<file path="src/hw/rtl/bkx_pkg.sv">
// Shared types, character codes and constants of the BibTeX key extractor.
// No dependencies; imported by every module of the block.
package bkx_pkg;

    localparam int MAX_KEY_LEN_DEF = 64;
    localparam int DEPTH_BITS_DEF  = 16;
    localparam int LEN_W           = 7;

    localparam logic [7:0] CH_AT     = 8'h40;
    localparam logic [7:0] CH_LPAREN = 8'h28;
    localparam logic [7:0] CH_RPAREN = 8'h29;
    localparam logic [7:0] CH_LBRACE = 8'h7B;
    localparam logic [7:0] CH_RBRACE = 8'h7D;
    localparam logic [7:0] CH_EQUAL  = 8'h3D;
    localparam logic [7:0] CH_QUOTE  = 8'h22;
    localparam logic [7:0] CH_COMMA  = 8'h2C;
    localparam logic [7:0] CH_SPACE  = 8'h20;
    localparam logic [7:0] CH_TAB    = 8'h09;
    localparam logic [7:0] CH_LF     = 8'h0A;
    localparam logic [7:0] CH_CR     = 8'h0D;

    localparam logic [2:0] TYPE_COUNT_MAX = 3'd7;
    localparam logic [2:0] TYPE_COUNT_END = 3'd6;

    typedef enum logic [1:0] {
        PH_IDLE = 2'd0,
        PH_TYPE = 2'd1,
        PH_KEY  = 2'd2,
        PH_BODY = 2'd3
    } phase_t;

    typedef struct packed {
        logic             bank;
        logic [LEN_W-1:0] len;
        logic             ovf;
    } key_desc_t;

    function automatic logic [7:0] comment_lower(input logic [2:0] idx);
        logic [7:0] ch;
        case (idx)
            3'd0:    ch = 8'h63;
            3'd1:    ch = 8'h6F;
            3'd2:    ch = 8'h6D;
            3'd3:    ch = 8'h6D;
            3'd4:    ch = 8'h65;
            3'd5:    ch = 8'h6E;
            3'd6:    ch = 8'h74;
            default: ch = 8'h00;
        endcase
        return ch;
    endfunction

    function automatic logic [7:0] comment_upper(input logic [2:0] idx);
        logic [7:0] ch;
        case (idx)
            3'd0:    ch = 8'h43;
            3'd1:    ch = 8'h4F;
            3'd2:    ch = 8'h4D;
            3'd3:    ch = 8'h4D;
            3'd4:    ch = 8'h45;
            3'd5:    ch = 8'h4E;
            3'd6:    ch = 8'h54;
            default: ch = 8'h00;
        endcase
        return ch;
    endfunction

endpackage

</file>
<file path="src/hw/rtl/bibtex_entry_key_extractor_unit.sv">
// BibTeX entry key extractor. The input takes one text byte per cycle while a
// key bank is free; each finished key is sent out one byte per cycle while
// key_stall is low, read from a registered two-bank key memory, with key_last on
// its final byte. The input stalls only while both banks hold keys not yet fully
// sent, so up to two keys may wait at once.
// Depends on bkx_pkg, bkx_front, bkx_desc_fifo and bkx_back.
module bibtex_entry_key_extractor_unit
    import bkx_pkg::*;
#(
    parameter int MAX_KEY_LEN = MAX_KEY_LEN_DEF,
    parameter int DEPTH_BITS  = DEPTH_BITS_DEF
)
(
    input  logic       clk,
    input  logic       rst_n,
    input  logic       byte_valid,
    output logic       byte_stall,
    input  logic [7:0] in_byte,
    input  logic       file_start,
    output logic       key_valid,
    input  logic       key_stall,
    output logic [7:0] key_byte,
    output logic       key_last,
    output logic       key_truncated
);

    localparam int IDXW = $clog2(MAX_KEY_LEN);

    logic            accept;
    logic            wr_en, wr_bank;
    logic [IDXW-1:0] wr_idx;
    logic [7:0]      wr_data;
    logic            push, pop, desc_valid, full;
    key_desc_t       push_desc, desc;

    assign byte_stall = full;
    assign accept     = byte_valid && !full;

    bkx_front #(
        .MAX_KEY_LEN (MAX_KEY_LEN),
        .DEPTH_BITS  (DEPTH_BITS)
    ) u_front (
        .clk        (clk),
        .rst_n      (rst_n),
        .accept     (accept),
        .in_byte    (in_byte),
        .file_start (file_start),
        .wr_en      (wr_en),
        .wr_bank    (wr_bank),
        .wr_idx     (wr_idx),
        .wr_data    (wr_data),
        .push       (push),
        .push_desc  (push_desc)
    );

    bkx_desc_fifo u_fifo (
        .clk        (clk),
        .rst_n      (rst_n),
        .push       (push),
        .push_desc  (push_desc),
        .pop        (pop),
        .desc_valid (desc_valid),
        .desc       (desc),
        .full       (full)
    );

    bkx_back #(
        .MAX_KEY_LEN (MAX_KEY_LEN)
    ) u_back (
        .clk           (clk),
        .rst_n         (rst_n),
        .wr_en         (wr_en),
        .wr_bank       (wr_bank),
        .wr_idx        (wr_idx),
        .wr_data       (wr_data),
        .desc_valid    (desc_valid),
        .desc          (desc),
        .pop           (pop),
        .key_valid     (key_valid),
        .key_stall     (key_stall),
        .key_byte      (key_byte),
        .key_last      (key_last),
        .key_truncated (key_truncated)
    );

    a_no_push_full: assert property (@(posedge clk) disable iff (!rst_n)
        push |-> !full)
        else $error("key descriptor pushed into a full queue");

    a_no_pop_empty: assert property (@(posedge clk) disable iff (!rst_n)
        pop |-> desc_valid)
        else $error("key descriptor popped from an empty queue");

    a_trunc_steady: assert property (@(posedge clk) disable iff (!rst_n)
        (key_valid && !key_stall && !key_last) |=>
            (!key_valid || (key_truncated == $past(key_truncated))))
        else $error("truncation flag changed inside one key");

    a_no_write_busy_bank: assert property (@(posedge clk) disable iff (!rst_n)
        (wr_en && desc_valid) |-> (wr_bank != desc.bank))
        else $error("key byte written into the bank being sent");

endmodule

</file>
<file path="src/hw/rtl/bkx_front.sv">
// Front end: byte parser state machine that writes key bytes into a key bank
// and hands finished keys to the descriptor queue. Depends on bkx_pkg.
module bkx_front
    import bkx_pkg::*;
#(
    parameter int MAX_KEY_LEN = MAX_KEY_LEN_DEF,
    parameter int DEPTH_BITS  = DEPTH_BITS_DEF,
    localparam int IDXW       = $clog2(MAX_KEY_LEN)
)
(
    input  logic            clk,
    input  logic            rst_n,
    input  logic            accept,
    input  logic [7:0]      in_byte,
    input  logic            file_start,
    output logic            wr_en,
    output logic            wr_bank,
    output logic [IDXW-1:0] wr_idx,
    output logic [7:0]      wr_data,
    output logic            push,
    output key_desc_t       push_desc
);

    localparam logic [LEN_W-1:0]      LEN_MAX   = LEN_W'(MAX_KEY_LEN);
    localparam logic [DEPTH_BITS-1:0] DEPTH_MAX = {DEPTH_BITS{1'b1}};

    phase_t                phase_reg, phase_next, phase_eff;
    logic [2:0]            tcount_reg, tcount_next, tcount_eff;
    logic                  cand_reg, cand_next, cand_eff;
    logic                  brace_reg, brace_next, brace_eff;
    logic [DEPTH_BITS-1:0] depth_reg, depth_next, depth_eff;
    logic [LEN_W-1:0]      len_reg, len_next, len_eff;
    logic                  ovf_reg, ovf_next, ovf_eff;
    logic                  bank_reg, bank_next;

    logic       is_ws, is_open_any, is_end, is_drop, type_match;
    logic [7:0] open_ch, close_ch;

    assign phase_eff  = file_start ? PH_IDLE : phase_reg;
    assign tcount_eff = file_start ? 3'd0 : tcount_reg;
    assign cand_eff   = file_start ? 1'b0 : cand_reg;
    assign brace_eff  = file_start ? 1'b0 : brace_reg;
    assign depth_eff  = file_start ? '0 : depth_reg;
    assign len_eff    = file_start ? '0 : len_reg;
    assign ovf_eff    = file_start ? 1'b0 : ovf_reg;

    assign open_ch     = brace_eff ? CH_LBRACE : CH_LPAREN;
    assign close_ch    = brace_eff ? CH_RBRACE : CH_RPAREN;
    assign is_ws       = (in_byte == CH_SPACE) || (in_byte == CH_TAB) ||
                         (in_byte == CH_LF) || (in_byte == CH_CR);
    assign is_open_any = (in_byte == CH_LPAREN) || (in_byte == CH_LBRACE);
    assign is_end      = (in_byte == CH_COMMA) || (in_byte == close_ch);
    assign is_drop     = (in_byte == CH_EQUAL) || (in_byte == CH_QUOTE);
    assign type_match  = cand_eff && (tcount_eff < TYPE_COUNT_MAX) &&
                         ((in_byte == comment_lower(tcount_eff)) ||
                          (in_byte == comment_upper(tcount_eff)));

    always_comb
    begin
        phase_next  = phase_reg;
        tcount_next = tcount_reg;
        cand_next   = cand_reg;
        brace_next  = brace_reg;
        depth_next  = depth_reg;
        len_next    = len_reg;
        ovf_next    = ovf_reg;
        bank_next   = bank_reg;
        if (accept)
        begin
            phase_next  = phase_eff;
            tcount_next = tcount_eff;
            cand_next   = cand_eff;
            brace_next  = brace_eff;
            depth_next  = depth_eff;
            len_next    = len_eff;
            ovf_next    = ovf_eff;
            case (phase_eff)
                PH_IDLE:
                begin
                    if (in_byte == CH_AT)
                    begin
                        phase_next  = PH_TYPE;
                        cand_next   = 1'b1;
                        tcount_next = 3'd0;
                    end
                end
                PH_TYPE:
                begin
                    if (is_open_any)
                    begin
                        brace_next = (in_byte == CH_LBRACE);
                        depth_next = DEPTH_BITS'(1);
                        len_next   = '0;
                        ovf_next   = 1'b0;
                        phase_next = PH_KEY;
                    end
                    else if (type_match)
                    begin
                        if (tcount_eff == TYPE_COUNT_END)
                            phase_next = PH_IDLE;
                    end
                    else
                    begin
                        cand_next = 1'b0;
                    end
                    if (tcount_eff < TYPE_COUNT_MAX)
                        tcount_next = tcount_eff + 3'd1;
                end
                PH_KEY:
                begin
                    if (!is_ws)
                    begin
                        if (is_end)
                        begin
                            phase_next = PH_BODY;
                            if (len_eff != '0)
                                bank_next = ~bank_reg;
                        end
                        else if (is_drop)
                            phase_next = PH_BODY;
                        else if (len_eff < LEN_MAX)
                            len_next = len_eff + LEN_W'(1);
                        else
                            ovf_next = 1'b1;
                    end
                end
                PH_BODY:
                begin
                    if (in_byte == open_ch)
                    begin
                        if (depth_eff != DEPTH_MAX)
                            depth_next = depth_eff + DEPTH_BITS'(1);
                    end
                    else if (in_byte == close_ch)
                    begin
                        if (depth_eff <= DEPTH_BITS'(1))
                        begin
                            depth_next = '0;
                            phase_next = PH_IDLE;
                        end
                        else
                            depth_next = depth_eff - DEPTH_BITS'(1);
                    end
                end
                default:
                begin
                    phase_next = PH_IDLE;
                end
            endcase
        end
    end

    always_comb
    begin
        wr_en          = 1'b0;
        push           = 1'b0;
        wr_bank        = bank_reg;
        wr_idx         = len_eff[IDXW-1:0];
        wr_data        = in_byte;
        push_desc.bank = bank_reg;
        push_desc.len  = len_eff;
        push_desc.ovf  = ovf_eff;
        case (phase_eff)
            PH_KEY:
            begin
                if (accept && !is_ws)
                begin
                    if (is_end)
                        push = (len_eff != '0);
                    else if (!is_drop && (len_eff < LEN_MAX))
                        wr_en = 1'b1;
                end
            end
            default:
            begin
                wr_en = 1'b0;
                push  = 1'b0;
            end
        endcase
    end

    always_ff @(posedge clk or negedge rst_n)
    begin
        if (!rst_n)
        begin
            phase_reg  <= PH_IDLE;
            tcount_reg <= 3'd0;
            cand_reg   <= 1'b0;
            brace_reg  <= 1'b0;
            depth_reg  <= '0;
            len_reg    <= '0;
            ovf_reg    <= 1'b0;
            bank_reg   <= 1'b0;
        end
        else
        begin
            phase_reg  <= phase_next;
            tcount_reg <= tcount_next;
            cand_reg   <= cand_next;
            brace_reg  <= brace_next;
            depth_reg  <= depth_next;
            len_reg    <= len_next;
            ovf_reg    <= ovf_next;
            bank_reg   <= bank_next;
        end
    end

endmodule

</file>
<file path="src/hw/rtl/bkx_desc_fifo.sv">
// Two-entry queue of finished key descriptors between front and back end.
// Depends on bkx_pkg.
module bkx_desc_fifo
    import bkx_pkg::*;
(
    input  logic      clk,
    input  logic      rst_n,
    input  logic      push,
    input  key_desc_t push_desc,
    input  logic      pop,
    output logic      desc_valid,
    output key_desc_t desc,
    output logic      full
);

    key_desc_t  entry_reg [2];
    logic       wptr_reg, wptr_next;
    logic       rptr_reg, rptr_next;
    logic [1:0] count_reg, count_next;

    assign desc_valid = (count_reg != 2'd0);
    assign full       = (count_reg == 2'd2);
    assign desc       = entry_reg[rptr_reg];

    always_comb
    begin
        wptr_next  = push ? ~wptr_reg : wptr_reg;
        rptr_next  = pop ? ~rptr_reg : rptr_reg;
        count_next = count_reg;
        case ({push, pop})
            2'b10:   count_next = count_reg + 2'd1;
            2'b01:   count_next = count_reg - 2'd1;
            default: count_next = count_reg;
        endcase
    end

    always_ff @(posedge clk)
    begin
        if (push)
            entry_reg[wptr_reg] <= push_desc;
    end

    always_ff @(posedge clk or negedge rst_n)
    begin
        if (!rst_n)
        begin
            wptr_reg  <= 1'b0;
            rptr_reg  <= 1'b0;
            count_reg <= 2'd0;
        end
        else
        begin
            wptr_reg  <= wptr_next;
            rptr_reg  <= rptr_next;
            count_reg <= count_next;
        end
    end

endmodule

</file>
<file path="src/hw/rtl/bkx_back.sv">
// Back end: two-bank key buffer memory and the emitter that reads one key byte
// per cycle, while key_stall does not hold the output, into the output register. Depends on bkx_pkg.
module bkx_back
    import bkx_pkg::*;
#(
    parameter int MAX_KEY_LEN = MAX_KEY_LEN_DEF,
    localparam int IDXW       = $clog2(MAX_KEY_LEN)
)
(
    input  logic            clk,
    input  logic            rst_n,
    input  logic            wr_en,
    input  logic            wr_bank,
    input  logic [IDXW-1:0] wr_idx,
    input  logic [7:0]      wr_data,
    input  logic            desc_valid,
    input  key_desc_t       desc,
    output logic            pop,
    output logic            key_valid,
    input  logic            key_stall,
    output logic [7:0]      key_byte,
    output logic            key_last,
    output logic            key_truncated
);

    localparam int MEM_DEPTH = 2 * (2 ** IDXW);

    logic [7:0]       mem [MEM_DEPTH];
    logic [7:0]       rd_data_reg;
    logic [LEN_W-1:0] idx_reg, idx_next;
    logic             valid_reg, valid_next;
    logic             last_reg, last_next;
    logic             trunc_reg, trunc_next;
    logic             issue, is_last;
    logic [IDXW:0]    rd_addr;

    assign issue   = desc_valid && (!valid_reg || !key_stall);
    assign is_last = ((idx_reg + LEN_W'(1)) == desc.len);
    assign rd_addr = {desc.bank, idx_reg[IDXW-1:0]};
    assign pop     = issue && is_last;

    assign key_valid     = valid_reg;
    assign key_byte      = rd_data_reg;
    assign key_last      = last_reg;
    assign key_truncated = trunc_reg;

    always_comb
    begin
        idx_next   = idx_reg;
        valid_next = key_stall ? valid_reg : 1'b0;
        last_next  = last_reg;
        trunc_next = trunc_reg;
        if (issue)
        begin
            idx_next   = is_last ? '0 : idx_reg + LEN_W'(1);
            valid_next = 1'b1;
            last_next  = is_last;
            trunc_next = desc.ovf;
        end
    end

    always_ff @(posedge clk)
    begin
        if (wr_en)
            mem[{wr_bank, wr_idx}] <= wr_data;
        if (issue)
            rd_data_reg <= mem[rd_addr];
    end

    always_ff @(posedge clk or negedge rst_n)
    begin
        if (!rst_n)
        begin
            idx_reg   <= '0;
            valid_reg <= 1'b0;
            last_reg  <= 1'b0;
            trunc_reg <= 1'b0;
        end
        else
        begin
            idx_reg   <= idx_next;
            valid_reg <= valid_next;
            last_reg  <= last_next;
            trunc_reg <= trunc_next;
        end
    end

endmodule

</file>
<file path="config.mk">
export PLATFORM = sky130hd
export DESIGN_NAME = bibtex_entry_key_extractor_unit
export DESIGN_NICKNAME = d
export VERILOG_FILES = /design/src/hw/rtl/bkx_pkg.sv /design/src/hw/rtl/bibtex_entry_key_extractor_unit.sv /design/src/hw/rtl/bkx_front.sv /design/src/hw/rtl/bkx_desc_fifo.sv /design/src/hw/rtl/bkx_back.sv
export SDC_FILE = /design/constraint.sdc
export NUM_CORES = 1
export LEC_CHECK = 0
export BUFFER_PORTS_ARGS = -buffer_cell sky130_fd_sc_hd__buf_4
export CORE_UTILIZATION = 45
export DETAILED_ROUTE_END_ITERATION = 7
export GPL_ROUTABILITY_DRIVEN = 0
export PLACE_DENSITY = 0.63
export SLEW_MARGIN = 5
export SYNTH_ARGS = -nofsm -noshare
export SYNTH_HDL_FRONTEND = slang
export SYNTH_SLANG_ARGS = --single-unit
</file>
<file path="constraint.sdc">
create_clock -name clk -period 3.5 [get_ports clk]
set_input_delay 0.35 -clock clk [delete_from_list [all_inputs] [get_ports clk]]
set_output_delay 0.35 -clock clk [all_outputs]
set_load 0.03 [all_outputs]
</file>
==> metrics.csv <==
stage;metric;value;unit
layout;fillers;7525;
timing;fmax;315;MHz
floorplanning;fp.dieArea;99900;µm²
power_and_ir_drop;total_leakage_power;15.6;nW
floorplanning;placeableCoreArea;97100;µm²
yosys;syn_avg_cell_area;18.7;µm²
yosys;async_flop_share;4.20;%
route;wl_per_cell;27.9;µm
timing;setup_violations;0;
setup_path;worst_ep_arrival_time;3.71;ns
floorplanning;initial_core_util;45.7;%
global_routing;grt_antenna_before_repair;3;
route;drt_iter0_markers;2909;
global_routing;grt_pass1_vias;24000;
layout;final_cell_mix;edfxtp_1 (1050), mux4_2 (256), nor2_1 (217);
floorplanning;num_rows;114;
timing;worstMarginPinSlew;1.09;ns
layout;largest_reg_flops;1024;
route;vias;23600;
timing;period_minus_slack;3.17;ns
hold_path;whs_endpoint;u_back.mem[66][4];
cts;clock_latency;0.69;ns
hold_path;holdCritStartpoint;in_byte[4];
setup_path;path_class;primary input to register;
layout;final_area;50300;µm²
setup_path;worst_r2r_path_depth;7;
place;dp_hpwl;69600;µm
layout;fin_nets;2524;
global_routing;busiest_layer;met2;
yosys;synth.net_count;2398;
route;ant_nets;0;
route;drc;0;
setup_path;worst_ep_required_time;4.04;ns
timing;maxSlewHeadroom;27.1;%
floorplanning;dieHeight;316;µm
power_and_ir_drop;p_per_area;524;nW/µm²
yosys;synth_seq_cells;1096;
setup_path;worstReg2RegEnd;u_back.mem[68][6];
route;viasPerCell;6.11;
yosys;synth_edf_count;1050;
yosys;synth_ff_type;edfxtp_1;
cts;cts_buffers;109;
layout;n_antenna_cell;0;
route;drt_wl_total;108000;µm
yosys;synth_xor_area_share;0.375;%
setup_path;crit_fanout;25;
power_and_ir_drop;vdd.ir_drop.worst;421;µV
yosys;syn_area;44400;µm²
cts;post_cts_buffers;0;
layout;final_common_cell;edfxtp_1;
yosys;synth_warnings;0;
setup_path;endpoint_kind;register;
timing;drv_slew;0;
yosys;synthMuxAreaShare;14.7;%
global_routing;grt_use_met3;3.94;%
layout;areaGrowthSynthToFinish;13.3;%
setup_path;reg2reg_from;u_front.brace_reg;
status;status;completed;
layout;utilization;51.8;%
cts;cts_hold_buf;4;
timing;hold_viol_final;0;
run;maxCapViolCount;0;
route;first_pass_iters;5;
floorplanning;die-width;316;µm
layout;drive_gt1_share;22.2;%
setup_path;startpoint_type;primary input;
yosys;synth_compound_area_share;4.10;%
hold_path;hold_path_class;primary input to register;
cts;cts-resized-gates;0;
timing;worst_slack;0.326;ns
global_routing;grt_use_total;22.0;%
timing;fin_crit_sh;90.7;%
yosys;yosys.area_share.simple;5.30;%
cts;clock_sinks;1096;
yosys;synth_cell_types;79;
place;dpl_cell_area;46700;µm²
timing;setup_tns;0;ns
timing;rsz0062_at_grt;false;
setup_path;worst-r2r-setup-slack;0.41;ns
cts;clockBufferDepth;3;
yosys;synth_top_family_by_area;multiplexers;
yosys;synth_seq_area_share;73.6;%
floorplanning;pin_count;25;
cts;cts_tree;built;
place;io_buffers;24;
yosys;synthAdderAreaFrac;0.310;%
global_routing;grt-ovfl-total;0;
global_routing;grt_use_met2;34.3;%
global_routing;grt_util_met1;32.1;%
hold_path;holdPathStages;1;
cts;clockRootBuffer;clkbuf_16;
yosys;synth_cells;2374;
global_routing;grt_max_degree;93;
timing;fin_skew;0.0469;ns
global_routing;grt_pass1_wl;161000;µm
place;place_ws;0.278;ns
cts;cts_htree_levels;3;
cts;clk_pin_slew;0.06;ns
## cells in the mapped netlist, types with 5 or more instances
cell / count / area share [%]
inv_1: 19 / 0.16
clkbuf_1: 65 / 0.55
buf_1: 13 / 0.11
or3_1: 6 / 0.085
and2_1: 9 / 0.13
a31oi_1: 10 / 0.14
nand2b_1: 24 / 0.34
nor4_1: 11 / 0.16
o2111ai_1: 6 / 0.12
o211ai_1: 19 / 0.32
xnor2_1: 9 / 0.18
mux4_2: 256 / 13
dfrtp_1: 46 / 2.6
nor3_1: 21 / 0.24
mux2i_1: 76 / 1.7
nor2_1: 218 / 1.8
xor2_1: 10 / 0.20
o31ai_1: 5 / 0.085
nand3_1: 29 / 0.33
a211oi_1: 18 / 0.30
ha_1: 11 / 0.31
and3_1: 10 / 0.14
o21ai_0: 53 / 0.60
a21oi_1: 37 / 0.42
nor2b_1: 17 / 0.24
a2111oi_0: 16 / 0.32
a41oi_1: 6 / 0.12
buf_2: 49 / 0.55
a32o_1: 5 / 0.11
o22ai_1: 35 / 0.49
edfxtp_1: 1050 / 71
nand2_1: 100 / 0.85
nand4_1: 21 / 0.30
## routing by layer
| metal | wire length, µm | up-vias | share of wire [%] |
|---|---|---|---|
| met1 | 45200 | 12400 | 42 |
| met2 | 51500 | 1149 | 48 |
| li1 | - | 9971 | - |
| met4 | 2410 | 0 | 2.2 |
| met3 | 8710 | 163 | 8.1 |
| met5 | 0 | - | 0 |
## worst max-delay path, stage by stage
cell,delay [ns]
dlygate4sd3_1,0.62
buf_4,0.23
buf_4,0.24
nor4_1,0.61
mux2i_1,0.40
a311oi_1,0.69
o2bb2ai_1,0.23
o31ai_1,0.10
a32o_1,0.22
## power breakdown
part	internal (W)	total [W]	switching, W
Combinational	0.0000945	0.000461	0.000366
Clock	0.00657	0.0115	0.00493
Sequential	0.0144	0.0144	0.0000208
Total	0.0210	0.0263	0.00532
## stage by stage
step	power, W	hold slack (ns)	cells
finish	0.0263	0.0480	3866
global route	0.0271	0.0171	3866
CTS	0.0265	0.000902	3866
detailed placement	0.0151	0.437	3661
global placement	0.0151	0.420	3661
floorplan	0.0148	0.0544	2374
## kinds of logic (layout without fill, tap and decap cells)
family,count (synthesis),after routing
mux,333,333
fa+ha+maj,11,11
buf+inv,154,370
xor+xnor,19,19
compound gates,263,263
flops,1096,1096
simple gates,498,498
## worst max-delay path by stage
| stage | from | endpoint | slack (ns) | cells after the start |
|---|---|---|---|---|
| 2_1_floorplan | file_start | u_back.mem[69][0] | 0.18 | 13 |
| 3_3_place_gp | in_byte[5] | u_back.mem[36][2] | 0.31 | 8 |
| 3_5_place_dp | file_start | u_back.mem[36][6] | 0.28 | 8 |
| 4_1_cts | in_byte[0] | u_back.mem[36][7] | 0.40 | 9 |
| 5_1_grt | u_front.brace_reg | u_back.mem[60][7] | 0.17 | 7 |
| 6_report | in_byte[0] | u_front.depth_reg[13] | 0.33 | 9 |
## cell type report
| type | instances | area [µm²] | area share (%) |
|---|---|---|---|
| clock inverter | 70 | 693 | 1.38 |
| multi-input combinational | 1124 | 11000 | 21.9 |
| tap | 1276 | 1600 | 3.18 |
| timing repair buffer | 149 | 1380 | 2.74 |
| sequential | 1096 | 32700 | 65.0 |
| clock buffer | 131 | 2820 | 5.61 |
| inverter | 20 | 75.1 | 0.149 |
No activity file was read; power rests on OpenSTA's default activity.
